$ cat src/hdl/srfi_pkg.sv
package srfi_pkg;

  localparam int unsigned ValW   = 48;
  localparam int unsigned ParW   = 16;
  localparam int unsigned RndW   = 32;
  localparam int unsigned CfgIdxW = 3;
  localparam int unsigned CfgDatW = 16;

  // divide by 100 in the lanes: 16-bit digits, four steps over a 64-bit product
  localparam int unsigned DivChW   = 16;
  localparam int unsigned DivSteps = 4;

  typedef enum logic [2:0] {
    FAULT_NONE       = 3'd0,
    FAULT_DISCONNECT = 3'd1,
    FAULT_NOISE      = 3'd2,
    FAULT_ANOMALY    = 3'd3,
    FAULT_SPIKE      = 3'd4,
    FAULT_OFFSET     = 3'd5,
    FAULT_STUCK      = 3'd6,
    FAULT_NONE_ALT   = 3'd7
  } fault_e;

  typedef enum logic [1:0] {
    ST_OK      = 2'd0,
    ST_INVALID = 2'd1,
    ST_IOERR   = 2'd2,
    ST_READERR = 2'd3
  } status_e;

  localparam logic [CfgIdxW-1:0] REG_FAULT = 3'd0;
  localparam logic [CfgIdxW-1:0] REG_PA    = 3'd1;
  localparam logic [CfgIdxW-1:0] REG_PB    = 3'd2;
  localparam logic [CfgIdxW-1:0] REG_PC    = 3'd3;
  localparam logic [CfgIdxW-1:0] REG_PD    = 3'd4;

  localparam logic [1:0] KIND_SINGLE = 2'd0;
  localparam logic [1:0] KIND_TRIPLE = 2'd1;

  typedef enum logic [2:0] {
    S_IDLE, S_MOD, S_DECIDE, S_MUL, S_DIV, S_OUT
  } state_e;

  // lane control from sequencer
  typedef struct packed {
    logic               start;
    logic               step;
    logic               bypass;
    logic signed [17:0] num;
  } lane_ctl_t;

  typedef struct packed {
    logic [1:0]       status;
    logic signed [ValW-1:0] x;
    logic signed [ValW-1:0] y;
    logic signed [ValW-1:0] z;
  } out_word_t;

  typedef struct packed {
    logic              read_ok;
    logic [1:0]        channel_kind;
    logic signed [ValW-1:0] value_x;
    logic signed [ValW-1:0] value_y;
    logic signed [ValW-1:0] value_z;
    logic [RndW-1:0]   random_period;
    logic [RndW-1:0]   random_level;
  } in_word_t;

endpackage

$ cat src/hdl/srfi_mod.sv
// Iterative r % m, one quotient bit per cycle (restoring).
module srfi_mod
  import srfi_pkg::*;
(
  input  logic            clk_i,
  input  logic            rst_ni,
  input  logic            start_i,
  input  logic [RndW-1:0] num_i,
  input  logic [ParW:0]   den_i,
  output logic            done_o,
  output logic [ParW:0]   rem_o
);
  localparam int unsigned CntW = $clog2(RndW + 1);

  logic [RndW-1:0] num_q, num_d;
  logic [ParW+1:0] rem_q, rem_d;
  logic [ParW:0]   den_q, den_d;
  logic [CntW-1:0] cnt_q, cnt_d;
  logic            busy_q, busy_d;
  logic [ParW+1:0] trial;
  logic [ParW+1:0] step_rem;

  // one restoring step on the current remainder
  assign trial    = {rem_q[ParW:0], num_q[RndW-1]};
  assign step_rem = (trial >= {1'b0, den_q}) ? trial - {1'b0, den_q} : trial;

  always_comb begin
    num_d  = num_q;
    rem_d  = rem_q;
    den_d  = den_q;
    cnt_d  = cnt_q;
    busy_d = busy_q;
    if (start_i) begin
      num_d  = num_i;
      den_d  = den_i;
      rem_d  = '0;
      cnt_d  = CntW'(RndW);
      busy_d = 1'b1;
    end else if (busy_q) begin
      num_d = {num_q[RndW-2:0], 1'b0};
      rem_d = step_rem;
      cnt_d = cnt_q - 1'b1;
      if (cnt_q == CntW'(1)) busy_d = 1'b0;
    end
  end

  always_ff @(posedge clk_i or negedge rst_ni) begin
    if (!rst_ni) begin
      busy_q <= 1'b0;
      cnt_q  <= '0;
    end else begin
      busy_q <= busy_d;
      cnt_q  <= cnt_d;
    end
  end

  always_ff @(posedge clk_i) begin
    num_q <= num_d;
    rem_q <= rem_d;
    den_q <= den_d;
  end

  // final remainder: from the last step while done, held afterwards
  assign done_o = busy_q && (cnt_q == CntW'(1));
  assign rem_o  = busy_q ? step_rem[ParW:0] : rem_q[ParW:0];

  done_in_range_a: assert property (@(posedge clk_i) disable iff (!rst_ni)
    done_o |=> (rem_q[ParW:0] < den_q || den_q == '0)) else $error("remainder out of range");
endmodule

$ cat config.mk
export PLATFORM = sky130hd
export DESIGN_NAME = srfi_mod
export DESIGN_NICKNAME = d
export VERILOG_FILES = /design/src/hdl/srfi_pkg.sv /design/src/hdl/srfi_mod.sv
export SDC_FILE = /design/constraint.sdc
export NUM_CORES = 1
export LEC_CHECK = 0
export BUFFER_PORTS_ARGS = -buffer_cell sky130_fd_sc_hd__buf_4
export CAP_MARGIN = 40
export CORE_MARGIN = 2
export CORE_UTILIZATION = 50
export DETAILED_ROUTE_END_ITERATION = 10
export PLACE_DENSITY = 0.77
export SYNTH_ARGS = -nofsm -noshare
export SYNTH_HDL_FRONTEND = slang
export SYNTH_SLANG_ARGS = --single-unit
$ cat constraint.sdc
create_clock -name clk_i -period 6 [get_ports clk_i]
set_input_delay 0 -clock clk_i [delete_from_list [all_inputs] [get_ports clk_i]]
set_output_delay 0 -clock clk_i [all_outputs]
set_load 0.05 [all_outputs]
## Word level (Yosys, flattened, before mapping)

Cells that the tools add are included.

- Output and inout bits: 18
- Input bits: 52
- Logic and storage cells: 20
- Register bits after elaboration: 73

- Add/sub/neg operators: 2
- Mux-type cells: 9
- Order comparisons: 1
- Reduce and logical (&&, ||, !) cells: 2
- Eq/ne operators: 1

Operators with widths:

| operator | count |
|---|---|
| $mux W32 | 2 |
| $mux W17 | 2 |
| $ge A18 B17 Y1 | 1 |
| $sub A17 B17 Y17 | 1 |
| $mux W6 | 2 |
| $eq A6 B1 Y1 const B | 1 |
| $sub A6 B1 Y6 const B | 1 |
| $mux W1 | 3 |
| $reduce_bool A2 Y1 | 1 |
| $logic_and A1 B1 Y1 | 1 |

## Depth between registers and ports, before layout

- Depth in word-level cells: 4
- Gate-level depth with buffers: 12
- Mapped depth without buffers: 10

## Worst setup path before layout

Ideal clock, no wire load.

- Kind: register to output
- Start point: reg num_q[31]
- End point: out rem_o[9]
- Cell stages (with the launch flop): 13
- Data arrival time: 3,222 ps
- Setup slack: 2,778 ps
- Path buffers: 2
- Data required time: 6,000 ps
- Path through: edfxtp_1 -> inv_1 -> ha_1 -> inv_1 -> fa_1 -> a21o_1 -> a221oi_2 -> a21oi_2 -> or3_1 -> clkbuf_1 -> buf_4 -> mux2i_1 -> a21oi_1

- Word-level cells in the longest chain between the ends: 3
- Elaborated cells between the ends (all ways): 4
- Those cells by class: 1 x add/sub; 1 x order compare; 2 x mux

Ends and longest elaborated chain:

| item | RTL line | source |
|---|---|---|
| start: declaration | srfi_mod.sv:15 | `logic [RndW-1:0] num_q, num_d;` |
| start signal: assignment | srfi_mod.sv:58 | `num_q <= num_d;` |
| $sub A17 B17 Y17 or $ge A18 B17 Y1 (tied branches) | srfi_mod.sv:25 | `assign step_rem = (trial >= {1'b0, den_q}) ? trial - {1'b0, den_q} : trial;` |
| $mux W17 * | srfi_mod.sv:25 |  |
| $mux W17 * | srfi_mod.sv:65 | `assign rem_o = busy_q ? step_rem[ParW:0] : rem_q[ParW:0];` |
| end: declaration | srfi_mod.sv:11 | `output logic [ParW:0] rem_o` |

Mark *: on every way between the ends. The rest lies on a longest branch, timed or not.

## Final worst setup path

- Start point: reg num_q[31]
- End point: out rem_o[3]

Same word-level chain as after synthesis.

==> flow_metrics.tcl <==
set metrics [dict create \
    hold_path.class "in -> reg" \
    finalMaxSlewViolations 0 \
    met3_usage_pct 4.31 \
    dieArea_um2 8960 \
    hold_depth 2 \
    fin_ws_ns 2.41 \
    critPathMaxFanout 18 \
    grt_use_met2_pct 36.3 \
    crit_required_ns 6.00 \
    clk_pin_slew_worst_paths_ns 0.08 \
    grtUsageMet1_pct 29.1 \
    drtIter0Drc 232 \
    synth_most_common_cell "edfxtp_1" \
    fin_hold_ws_ns 0.247 \
    worstHoldEndpoint "rem_q[8]$_SDFFE_PP0P_" \
    period_share_pct 59.8 \
    area_growth_pct 32.1 \
    synth_area_per_cell_um2 10.7 \
    static-leakage-power_nw 2.29 \
    drive_gt1_share_pct 25.0 \
    die_x_um 94.6 \
    route.detailed.drc 0 \
    reg2reg_to "rem_q[2]$_SDFFE_PP0P_" \
    num_io_pins 70 \
    power.density_nw_per_um2 479 \
    fin_area_um2 5430 \
    setup.worst_path.end_class "primary output" \
    cap_viol_max_count 0 \
    globalRouteOverflowTotal 0 \
    post-route-util_pct 67.1 \
    syn_nets 457 \
    cts_root_buffer "clkbuf_8" \
    synth_edf_count 49 \
    crit_type "reg -> out" \
    ant_nets 0 \
    final_nets 570 \
    min_from "start_i" \
    grt_pass1_vias 3403 \
    initial_core_util_pct 50.8 \
    io_buffers 69 \
    max_freq_ghz 0.279 \
    critPathLaunchType "flip-flop" \
    wirelength_mm 9.48 \
    numCtsBuffers 9 \
    synthArstFlopShare_pct 9.59 \
    fill_cells 643 \
    clk_path_buf_depth 2 \
    hpwl_mm 6.16 \
    cts_tree "built" \
    yosys-top-cells-area "edfxtp_1 (36%), mux2_2 (8.8%), dfxtp_1 (8.3%)" \
    fp.dieH_um 94.6 \
    yosysTopAreaCell "edfxtp_1" \
    grt_max_degree 78 \
    yosys_warnings 0 \
    worst-r2r-setup-slack_ns 2.83 \
    grt_util_all_layers_pct 22.7 \
    setup_tns_ns 0 \
    yosysUniqueCellTypes 56 \
    outcome "complete, no violations" \
    slew_headroom_pct 42.5 \
    vias 3389 \
    antenna_cells 0 \
    grt_pass1_wl_mm 15.8 \
    gp_congestion 0.907 \
    dpl_cell_area_um2 4700 \
    ir_drop_mv 0.423 \
    clkSinkCount 73 \
    synth_top_area_share_pct 35.8 \
    synth_area_um2 4110 \
    synthCells 385 \
    first_pass_iters 4 \
    htree_levels 3 \
    setup_viol 0 \
    ys_seq_elements 73 \
    yosys_most_used_dff "edfxtp_1" \
    grt_busiest_layer "met2" \
    reg2reg_from "num_q[31]$_DFFE_PP_" \
    arrival_ns 3.59 \
    rsz0062_at_grt "no" \
    rr_worst_depth 11 \
    tightest_slew_ns 0.862 \
    period_minus_slack_ns 3.59 \
    rows 33 \
    cts_resized 0 \
    preCtsSetupSlack_ns 2.88 \
    clk_latency_ns 0.36 \
    antenna_found_initial 0 \
    coreArea_um2 8090 \
    ys_seq_area_share_pct 48.4 \
    wl_per_cell_um 15.6 \
    routed_via_density 5.57 \
    finalHoldViolations 0 \
    fin_worst_skew_ns 0.00620 \
    synth_commonest_cells "edfxtp_1 (49), mux2_2 (32), nor2_1 (31)" \
]
## how the worst max path moves through the flow
| stage | startpoint | end | slack, ns | cells after the start |
|---|---|---|---|---|
| global placement | num_q[31]$_DFFE_PP_ | rem_o[1] | 2.89 | 11 |
| detailed placement | num_q[31]$_DFFE_PP_ | rem_o[0] | 2.88 | 11 |
| global route | num_q[31]$_DFFE_PP_ | rem_o[3] | 2.23 | 12 |
| floorplan | num_q[31]$_DFFE_PP_ | rem_o[9] | 2.78 | 12 |
| finish | num_q[31]$_DFFE_PP_ | rem_o[3] | 2.41 | 12 |
| CTS | num_q[31]$_DFFE_PP_ | rem_o[0] | 2.47 | 11 |
## layer usage
layer  part of all wire (%)  vias to the layer above
li1                       -                     1666
met1                     44                     1603
met2                     48                       92
met3                    4.5                       28
met4                    3.5                        0
met5                      0                        -
## state kept, by name, indices dropped and copies added, names as in the netlist
signal,flops
busy_q,1
num_q,32
rem_q,17
den_q,17
cnt_q,6
## critical path, stage by stage (launching register included)
cell and delay, ns:
edfxtp_1 0.37, inv_1 0.08, ha_1 0.18, inv_1 0.06, fa_1 0.39, a21o_1 0.23, a221oi_2 0.47, a21oi_2 0.12
or3_1 0.51, buf_8 0.24, mux2i_1 0.24, a21oi_1 0.12, buf_4 0.22
## layout make-up
class | instances | area, µm² | share of cell area, %
Clock buffer | 10 | 128 | 2.35
Clock inverter | 6 | 90.1 | 1.66
Inverter | 23 | 86.3 | 1.59
Multi-Input combinational cell | 269 | 1950 | 36.0
Sequential cell | 73 | 1990 | 36.6
Tap cell | 105 | 131 | 2.42
Timing Repair Buffer | 122 | 1050 | 19.4
## cells by family (layout without fill, tap and decap cells)
group	Yosys count	after routing	share of synthesized area (%)
xor gates and xnor gates	13	13	2.77
muxes	38	38	10.2
adders and majority gates	20	20	6.27
DFF	73	73	48.4
buffers and inverters	43	161	4.08
AOI/OAI and AO/OA	86	86	14.2
and+or+nand+nor	112	112	14.0
## power by group
| part | internal (W) | total [W] | switching (W) |
|---|---|---|---|
| logic | 0.000535 | 0.00145 | 0.000912 |
| clock network | 0.000236 | 0.000433 | 0.000196 |
| registers | 0.000649 | 0.000720 | 0.0000713 |
| total | 0.00142 | 0.00260 | 0.00118 |
## cells in the final DEF, fill, tap and decap left out, drive strengths merged, types with 7 or more instances in the layout
cell	netlist	final
clkbuf	14	10
a21oi	24	24
edfxtp	49	49
dfrtp	7	7
dfxtp	17	17
nand2	21	21
nor2	31	31
nor3	12	12
mux2	32	32
a211oi	9	9
xnor2	8	8
a21o	7	7
dlygate4sd3	0	51
ha	19	19
or3	7	7
o21ai	11	11
inv	23	25
buf	6	71
nand3	10	10
## stage by stage
stage	cells	power, W
floorplan	385	0.00176
global placement	540	0.00208
detailed placement	541	0.00213
CTS	608	0.00260
global route	608	0.00275
finish	608	0.00260
## timing repair
action                                 CTS  global route
hold buffers                            51             0
setup buffers                            0             0
endpoints found under the hold margin   56             0
Power figures use the tool's default switching activity.
