[src/hdl/srfi_pkg.sv]
package srfi_pkg;

  localparam int unsigned ValW   = 48;
  localparam int unsigned ParW   = 16;
  localparam int unsigned RndW   = 32;
  localparam int unsigned CfgIdxW = 3;
  localparam int unsigned CfgDatW = 16;

  // divide by 100 in the lanes: 16-bit digits, four steps over a 64-bit product
  localparam int unsigned DivChW   = 16;
  localparam int unsigned DivSteps = 4;

  typedef enum logic [2:0] {
    FAULT_NONE       = 3'd0,
    FAULT_DISCONNECT = 3'd1,
    FAULT_NOISE      = 3'd2,
    FAULT_ANOMALY    = 3'd3,
    FAULT_SPIKE      = 3'd4,
    FAULT_OFFSET     = 3'd5,
    FAULT_STUCK      = 3'd6,
    FAULT_NONE_ALT   = 3'd7
  } fault_e;

  typedef enum logic [1:0] {
    ST_OK      = 2'd0,
    ST_INVALID = 2'd1,
    ST_IOERR   = 2'd2,
    ST_READERR = 2'd3
  } status_e;

  localparam logic [CfgIdxW-1:0] REG_FAULT = 3'd0;
  localparam logic [CfgIdxW-1:0] REG_PA    = 3'd1;
  localparam logic [CfgIdxW-1:0] REG_PB    = 3'd2;
  localparam logic [CfgIdxW-1:0] REG_PC    = 3'd3;
  localparam logic [CfgIdxW-1:0] REG_PD    = 3'd4;

  localparam logic [1:0] KIND_SINGLE = 2'd0;
  localparam logic [1:0] KIND_TRIPLE = 2'd1;

  typedef enum logic [2:0] {
    S_IDLE, S_MOD, S_DECIDE, S_MUL, S_DIV, S_OUT
  } state_e;

  // lane control from sequencer
  typedef struct packed {
    logic               start;
    logic               step;
    logic               bypass;
    logic signed [17:0] num;
  } lane_ctl_t;

  typedef struct packed {
    logic [1:0]       status;
    logic signed [ValW-1:0] x;
    logic signed [ValW-1:0] y;
    logic signed [ValW-1:0] z;
  } out_word_t;

  typedef struct packed {
    logic              read_ok;
    logic [1:0]        channel_kind;
    logic signed [ValW-1:0] value_x;
    logic signed [ValW-1:0] value_y;
    logic signed [ValW-1:0] value_z;
    logic [RndW-1:0]   random_period;
    logic [RndW-1:0]   random_level;
  } in_word_t;

endpackage

[src/hdl/srfi_lane.sv]
// One axis: value * num / 100, truncated toward zero, saturated; the value unchanged in bypass.
module srfi_lane
  import srfi_pkg::*;
(
  input  logic                   clk_i,
  input  logic                   rst_ni,
  input  lane_ctl_t              ctl_i,
  input  logic signed [ValW-1:0] val_i,
  output logic signed [ValW-1:0] val_o
);
  localparam logic [ValW-1:0] MaxPos = {1'b0, {(ValW-1){1'b1}}};
  localparam int unsigned PW = DivChW * DivSteps;
  // floor(y / 25) = (y * Recip25) >> 26 for y below 2^21
  localparam logic [21:0] Recip25 = 22'd2684355;

  logic [ValW-1:0] mag_v;
  logic [16:0]     mag_n;
  logic            neg_q, byp_q;
  logic [PW-1:0]   acc_q;
  logic [6:0]      rem_q;
  logic [DivChW+6:0] part;
  logic [42:0]     qprod;
  logic [DivChW-1:0] qdig;
  logic [6:0]      rdig;
  logic [PW-1:0]   quot;
  logic [ValW-1:0] res;
  logic signed [ValW-1:0] hold_q;

  assign mag_v = val_i[ValW-1] ? ValW'(-val_i) : val_i;
  assign mag_n = ctl_i.num[17] ? 17'(-ctl_i.num) : ctl_i.num[16:0];

  // one long-division digit: (rem:top digit) / 100 as (x / 4) / 25
  assign part  = {rem_q, acc_q[PW-1 -: DivChW]};
  assign qprod = 43'(part[DivChW+6:2]) * 43'(Recip25);
  assign qdig  = qprod[26 +: DivChW];
  assign rdig  = 7'(part - 23'(qdig) * 23'd100);

  // start: magnitude product (48x17); step: shift in one quotient digit
  always_ff @(posedge clk_i) begin
    if (ctl_i.start) begin
      acc_q  <= PW'(mag_v) * PW'(mag_n);
      rem_q  <= '0;
      neg_q  <= val_i[ValW-1] ^ ctl_i.num[17];
      byp_q  <= ctl_i.bypass;
      hold_q <= val_i;
    end else if (ctl_i.step) begin
      acc_q <= {acc_q[PW-DivChW-1:0], qdig};
      rem_q <= rdig;
    end
  end

  // saturate the quotient and apply the sign
  assign quot = acc_q;
  always_comb begin
    if (!neg_q) res = (quot > PW'(MaxPos)) ? MaxPos : quot[ValW-1:0];
    else if (quot >= PW'(MaxPos) + PW'(1)) res = ~MaxPos;
    else res = ValW'(-quot[ValW-1:0]);
  end
  assign val_o = byp_q ? hold_q : res;

  logic unused_rst;
  assign unused_rst = rst_ni;
endmodule
[config.mk]
export PLATFORM = sky130hd
export DESIGN_NAME = srfi_lane
export DESIGN_NICKNAME = d
export VERILOG_FILES = /design/src/hdl/srfi_pkg.sv /design/src/hdl/srfi_lane.sv
export SDC_FILE = /design/constraint.sdc
export NUM_CORES = 2
export LEC_CHECK = 0
export ABC_AREA = 0
export BUFFER_PORTS_ARGS = -buffer_cell sky130_fd_sc_hd__buf_2
export CORE_MARGIN = 4
export CORE_UTILIZATION = 35
export CTS_CLUSTER_DIAMETER = 80
export DETAILED_ROUTE_END_ITERATION = 10
export PLACE_DENSITY = 0.61
export REMOVE_ABC_BUFFERS = 1
export SLEW_MARGIN = 20
export SYNTH_ARGS = -nofsm -noshare
export SYNTH_HDL_FRONTEND = slang
export SYNTH_SLANG_ARGS = --single-unit
[constraint.sdc]
create_clock -name clk_i -period 8.46 [get_ports clk_i]
set_input_delay 0.423 -clock clk_i [delete_from_list [all_inputs] [get_ports clk_i]]
set_output_delay 0.423 -clock clk_i [all_outputs]
set_load 0.02 [all_outputs]
# After elaboration in Yosys (flattened, before gate mapping)

Index checks and enable logic that the tools add are counted.

$add $sub $neg: 4
Multiply operators: 3
$lt $le $gt $ge: 2
Muxes and demuxes: 8
Bitwise logic cells: 1
Reductions and logical operators: 1

Operators with widths:

| operator                                                                           | number |
|---|---|
| 48-bit 2-to-1 mux                                                                  | 5 |
| 64-bit 2-to-1 mux                                                                  | 2 |
| 48-bit negator                                                                     | 2 |
| 64-bit by 48-bit >= comparator with 1-bit output (second input constant)           | 1 |
| 64-bit by 47-bit greater-than comparator with 1-bit output (second input constant) | 1 |
| 48-bit by 17-bit multiplier with 64-bit output                                     | 1 |
| 21-bit by 22-bit multiplier with 42-bit output (second input constant)             | 1 |
| 17-bit 2-to-1 mux                                                                  | 1 |
| 17-bit negator                                                                     | 1 |
| 16-bit by 5-bit multiplier with 5-bit output (second input constant)               | 1 |
| 7-bit subtractor                                                                   | 1 |
| 2-bit nonzero test                                                                 | 1 |
| 1-bit bitwise XOR                                                                  | 1 |

Register bits after elaboration: 121
Input bits: 71
Output and inout port bits: 48
Logic and storage cells: 24

# Logic depth before layout (Yosys ltp)

Word-level depth: 4
Depth in mapped cells: 34
Depth with buffers taken out: 32

# Worst setup path after synthesis

Ideal clock, no wire load.

Path kind: input to register
Start point: in ctl_i[0] in the netlist's numbering
End point: reg acc_q[61], data pin
Setup time: 0.260 ns
Arrival: 8.923 ns
Required time: 8.200 ns
Slack: -0.723 ns
Stages: 30
Path buffers: 4
Path through: clkbuf_1 inv_1 ha_1 or4b_1 or3_1 or3_1 o31ai_1 xor2_1 clkbuf_1 clkbuf_1 nor2_1 fa_1 fa_1 fa_1 fa_1 fa_1 inv_1 fa_1 inv_1 ha_1 clkbuf_1 nand4_1 or3_1 a211oi_1 o2111ai_1 a21oi_1 a211oi_1 o41ai_1 xor2_1 mux2_2

Word-level cells in the longest chain between the ends: 4

RTL lines:

| element                                            | RTL line        | RTL |
|---|---|---|
| start, declared                                    | srfi_lane.sv:7  | `input lane_ctl_t ctl_i,` |
| 17-bit negator                                     | srfi_lane.sv:30 | `assign mag_n = ctl_i.num[17] ? 17'(-ctl_i.num) : ctl_i.num[16:0];` |
| 17-bit 2-to-1 mux (*)                              | srfi_lane.sv:30 |  |
| 48-bit by 17-bit multiplier with 64-bit output (*) | srfi_lane.sv:41 | `acc_q <= PW'(mag_v) * PW'(mag_n);` |
| 64-bit 2-to-1 mux (*)                              | srfi_lane.sv:40 | `if (ctl_i.start) begin` |
| end signal, assigned                               | srfi_lane.sv:41 |  |
| end signal, assigned                               | srfi_lane.sv:47 | `acc_q <= {acc_q[PW-DivChW-1:0], qdig};` |
| end, declared                                      | srfi_lane.sv:19 | `logic [PW-1:0] acc_q;` |

Every way passes the cells marked *; elsewhere a longest branch is shown, timed or not.
A chain may end at the register's enable or synchronous reset.

# Final worst setup path

Start point: in val_i[0]
End point: reg acc_q[51], data pin

Word-level cells in the longest chain between the ends: 4

RTL lines:

| element                                            | RTL line        | RTL |
|---|---|---|
| start, declared                                    | srfi_lane.sv:8  | `input logic signed [ValW-1:0] val_i,` |
| 48-bit negator                                     | srfi_lane.sv:29 | `assign mag_v = val_i[ValW-1] ? ValW'(-val_i) : val_i;` |
| 48-bit 2-to-1 mux (*)                              | srfi_lane.sv:29 |  |
| 48-bit by 17-bit multiplier with 64-bit output (*) | srfi_lane.sv:41 |  |
| 64-bit 2-to-1 mux (*)                              | srfi_lane.sv:40 |  |

Marks and branches as above.

==> out/qor.yml <==
status: "complete, no violations"
row_count: 124
slew_viol_final: 0
clkSinkCount: 121
synth_most_common_cell: "inv_1"
clockBufferDepth: 2
yosysWarnings: 0
die_h_um: 349
drc_errors: 0
grt_pass1_vias: 35600
setup_viol: 0
grt_pass1_wl_mm: 211
synth_top_area_share_pct: 41.5
slew_headroom_pct: 27.5
routed_via_density: 5.04
period_share_pct: 98.4
cts_buffers: 17
cp-end-kind: "flip-flop"
cp_num_buf_inv: 8
yosysSeqAreaShare_pct: 8.77
gr-total-overflow: 0
cts_root_buffer: "clkbuf_16"
io_pins: 119
cpPeakStageDelay_ns: 0.57
gp_congestion: 0.946
max_freq_ghz: 0.120
htreeDepth: 4
hold_path.class: "primary input to flip-flop"
required_ns: 8.66
synth_area_leaders: "fa_1, ha_1, inv_1"
cpMaxStageDelayCell: "fa_2"
area_delta_synth_final_pct: 22.6
startpoint_type: "primary input"
drive_gt1_share_pct: 20.3
mappedNetlistArea_sq_mm: 0.0406
num_vias: 34100
synth-edff-count: 114
drtPass1Iterations: 6
synthArstFlopShare_pct: 0
crit_family: "adder cells"
place_area_sq_mm: 0.0477
clock_latency_ns: 0.45
fp.dieW_um: 349
finalHoldViolCount: 0
cts-hold-fix-buffers: 0
fillers: 11200
antenna_found_initial: 12
grt_max_degree: 72
dieArea_sq_mm: 0.122
stdcell_area_sq_mm: 0.0498
rsz0062_at_grt: "true"
finClkSkew_ns: 0.0160
first_iter_violations: 2635
cp_common_cell: "fa_1"
criticalPathCategory: "primary input to flip-flop"
ys_ff_latch: 121
cts_tree: "done"
netlist_top_cells_count: "inv_1, fa_1, nand2_1"
fin_nets: 6512
cap_violations: 0
fin_crit_ns: 8.33
core_sq_mm: 0.115
start_util_pct: 35.4
synthCells: 4628
crit_fanout: 4
wirelength_mm: 137
wl_per_cell_um: 20.2
grt_util_all_layers_pct: 22.6
yosysTopAreaCell: "fa_1"
worstMarginPinSlew_ns: 1.08
worstPathArrival_ns: 8.52
io_buffers: 117
synth.distinct_cells: 71
yosys_most_used_dff: "edfxtp_1"
clk_pin_slew_ns: 0.07
dp_hpwl_mm: 117
avgSynthCellArea_sq_um: 8.78
drtAntennaViolNets: 0
## cell type report
cell class,count,area [sq um],area share [%]
antenna,6,15.0,0.0302
clock buffer,17,425,0.855
clock inverter,15,176,0.354
inverter,1076,4040,8.12
multi-input combinational,3230,33400,67.1
sequential,121,3560,7.16
tap,1512,1890,3.80
timing repair buffer,795,6260,12.6
## worst register-to-register path: cells and delay by family, from the launching register on
family,cells,cell delay (ns)
compound gates,8,1.80
xor+xnor,4,0.78
fa+ha+maj,10,4.51
flops,1,0.50
buf+inv,5,0.27
simple gates,1,0.20
## worst paths after layout
check / slack (ns) / depth (start not counted) / endpoint / from
worst min-delay path: 0.15 / 1 / byp_q / ctl_i[18]
worst max register to register: 0.33 / 28 / rem_q[6] / acc_q[53]
worst max-delay path: 0.13 / 32 / acc_q[51] / val_i[0]
worst min register to register: 0.55 / 2 / rem_q[0] / acc_q[48]
## kinds of logic (layout without fill, tap and decap cells)
family | after synthesis | in the layout | synth area share (%)
AOI/OAI and AO/OA | 524 | 524 | 8.02
DFF | 121 | 121 | 8.77
buffers and inverters | 1277 | 1903 | 11.8
muxes | 44 | 44 | 1.20
adders and majority gates | 1200 | 1200 | 52.5
other | 0 | 6 | 0
and+or+nand+nor | 1269 | 1269 | 13.5
xor gates and xnor gates | 193 | 193 | 4.20
## repair_timing
item	in CTS	in global routing
cloned	0	2
resized for setup	58	191
setup endpoints to repair	20	31
buffers inserted	11	38
pin swaps	16	151
## state kept, by name, indices dropped and copies added, names as in the netlist
signal	cells
acc_q	64
hold_q	48
rem_q	7
byp_q	1
neg_q	1
## cell usage in the layout, fill, tap and decap left out, drive strengths merged, types with 7 or more instances in the layout
cell type and count:
xnor2 114, or4 16, nor3b 12, a2111oi 12
dfxtp 7, inv 1085, or2 13, a221oi 7
and2 42, a211oi 27, nor2b 10, nand3 28
o21bai 16, nor3 28, and3 10, nand2 664
buf 792, nor4 11, ha 357, or3 33
o22ai 12, mux2 38, o31ai 21, nor2 334
a21o 53, o21a 10, o21ai 148, clkbuf 19
xor2 78, nand4 37, a21oi 145, o211ai 10
nand2b 14, a31oi 15, edfxtp 114, fa 843
o41ai 13
## stage by stage
stage	setup TNS, ns	instances	utilization, %	setup WS, ns	hold WS (ns)
2_1_floorplan	-28.06	4427	-	-1.15	0.483
3_3_place_gp	-16.92	6683	41.5	-0.830	0.514
3_5_place_dp	-17.76	6683	41.5	-0.850	0.529
4_1_cts	-0.00396	6726	42.4	-0.00396	0.142
5_1_grt	-0.545	6767	43.3	-0.0991	0.153
6_report	0	6772	43.4	0.134	0.155
## metal layers
layer / track usage, % / part of all wire, % / vias to the layer above
met1: 31.7 / 43 / 17200
met5: 0 / 0.043 / -
met4: 6.06 / 3.1 / 10
li1: - / - / 15400
met2: 35.4 / 45 / 1296
met3: 5.02 / 9.3 / 211
Power is left out: the tool's default activity adds up to more than one toggle a clock period on the data nets, which glitch-free logic cannot reach.
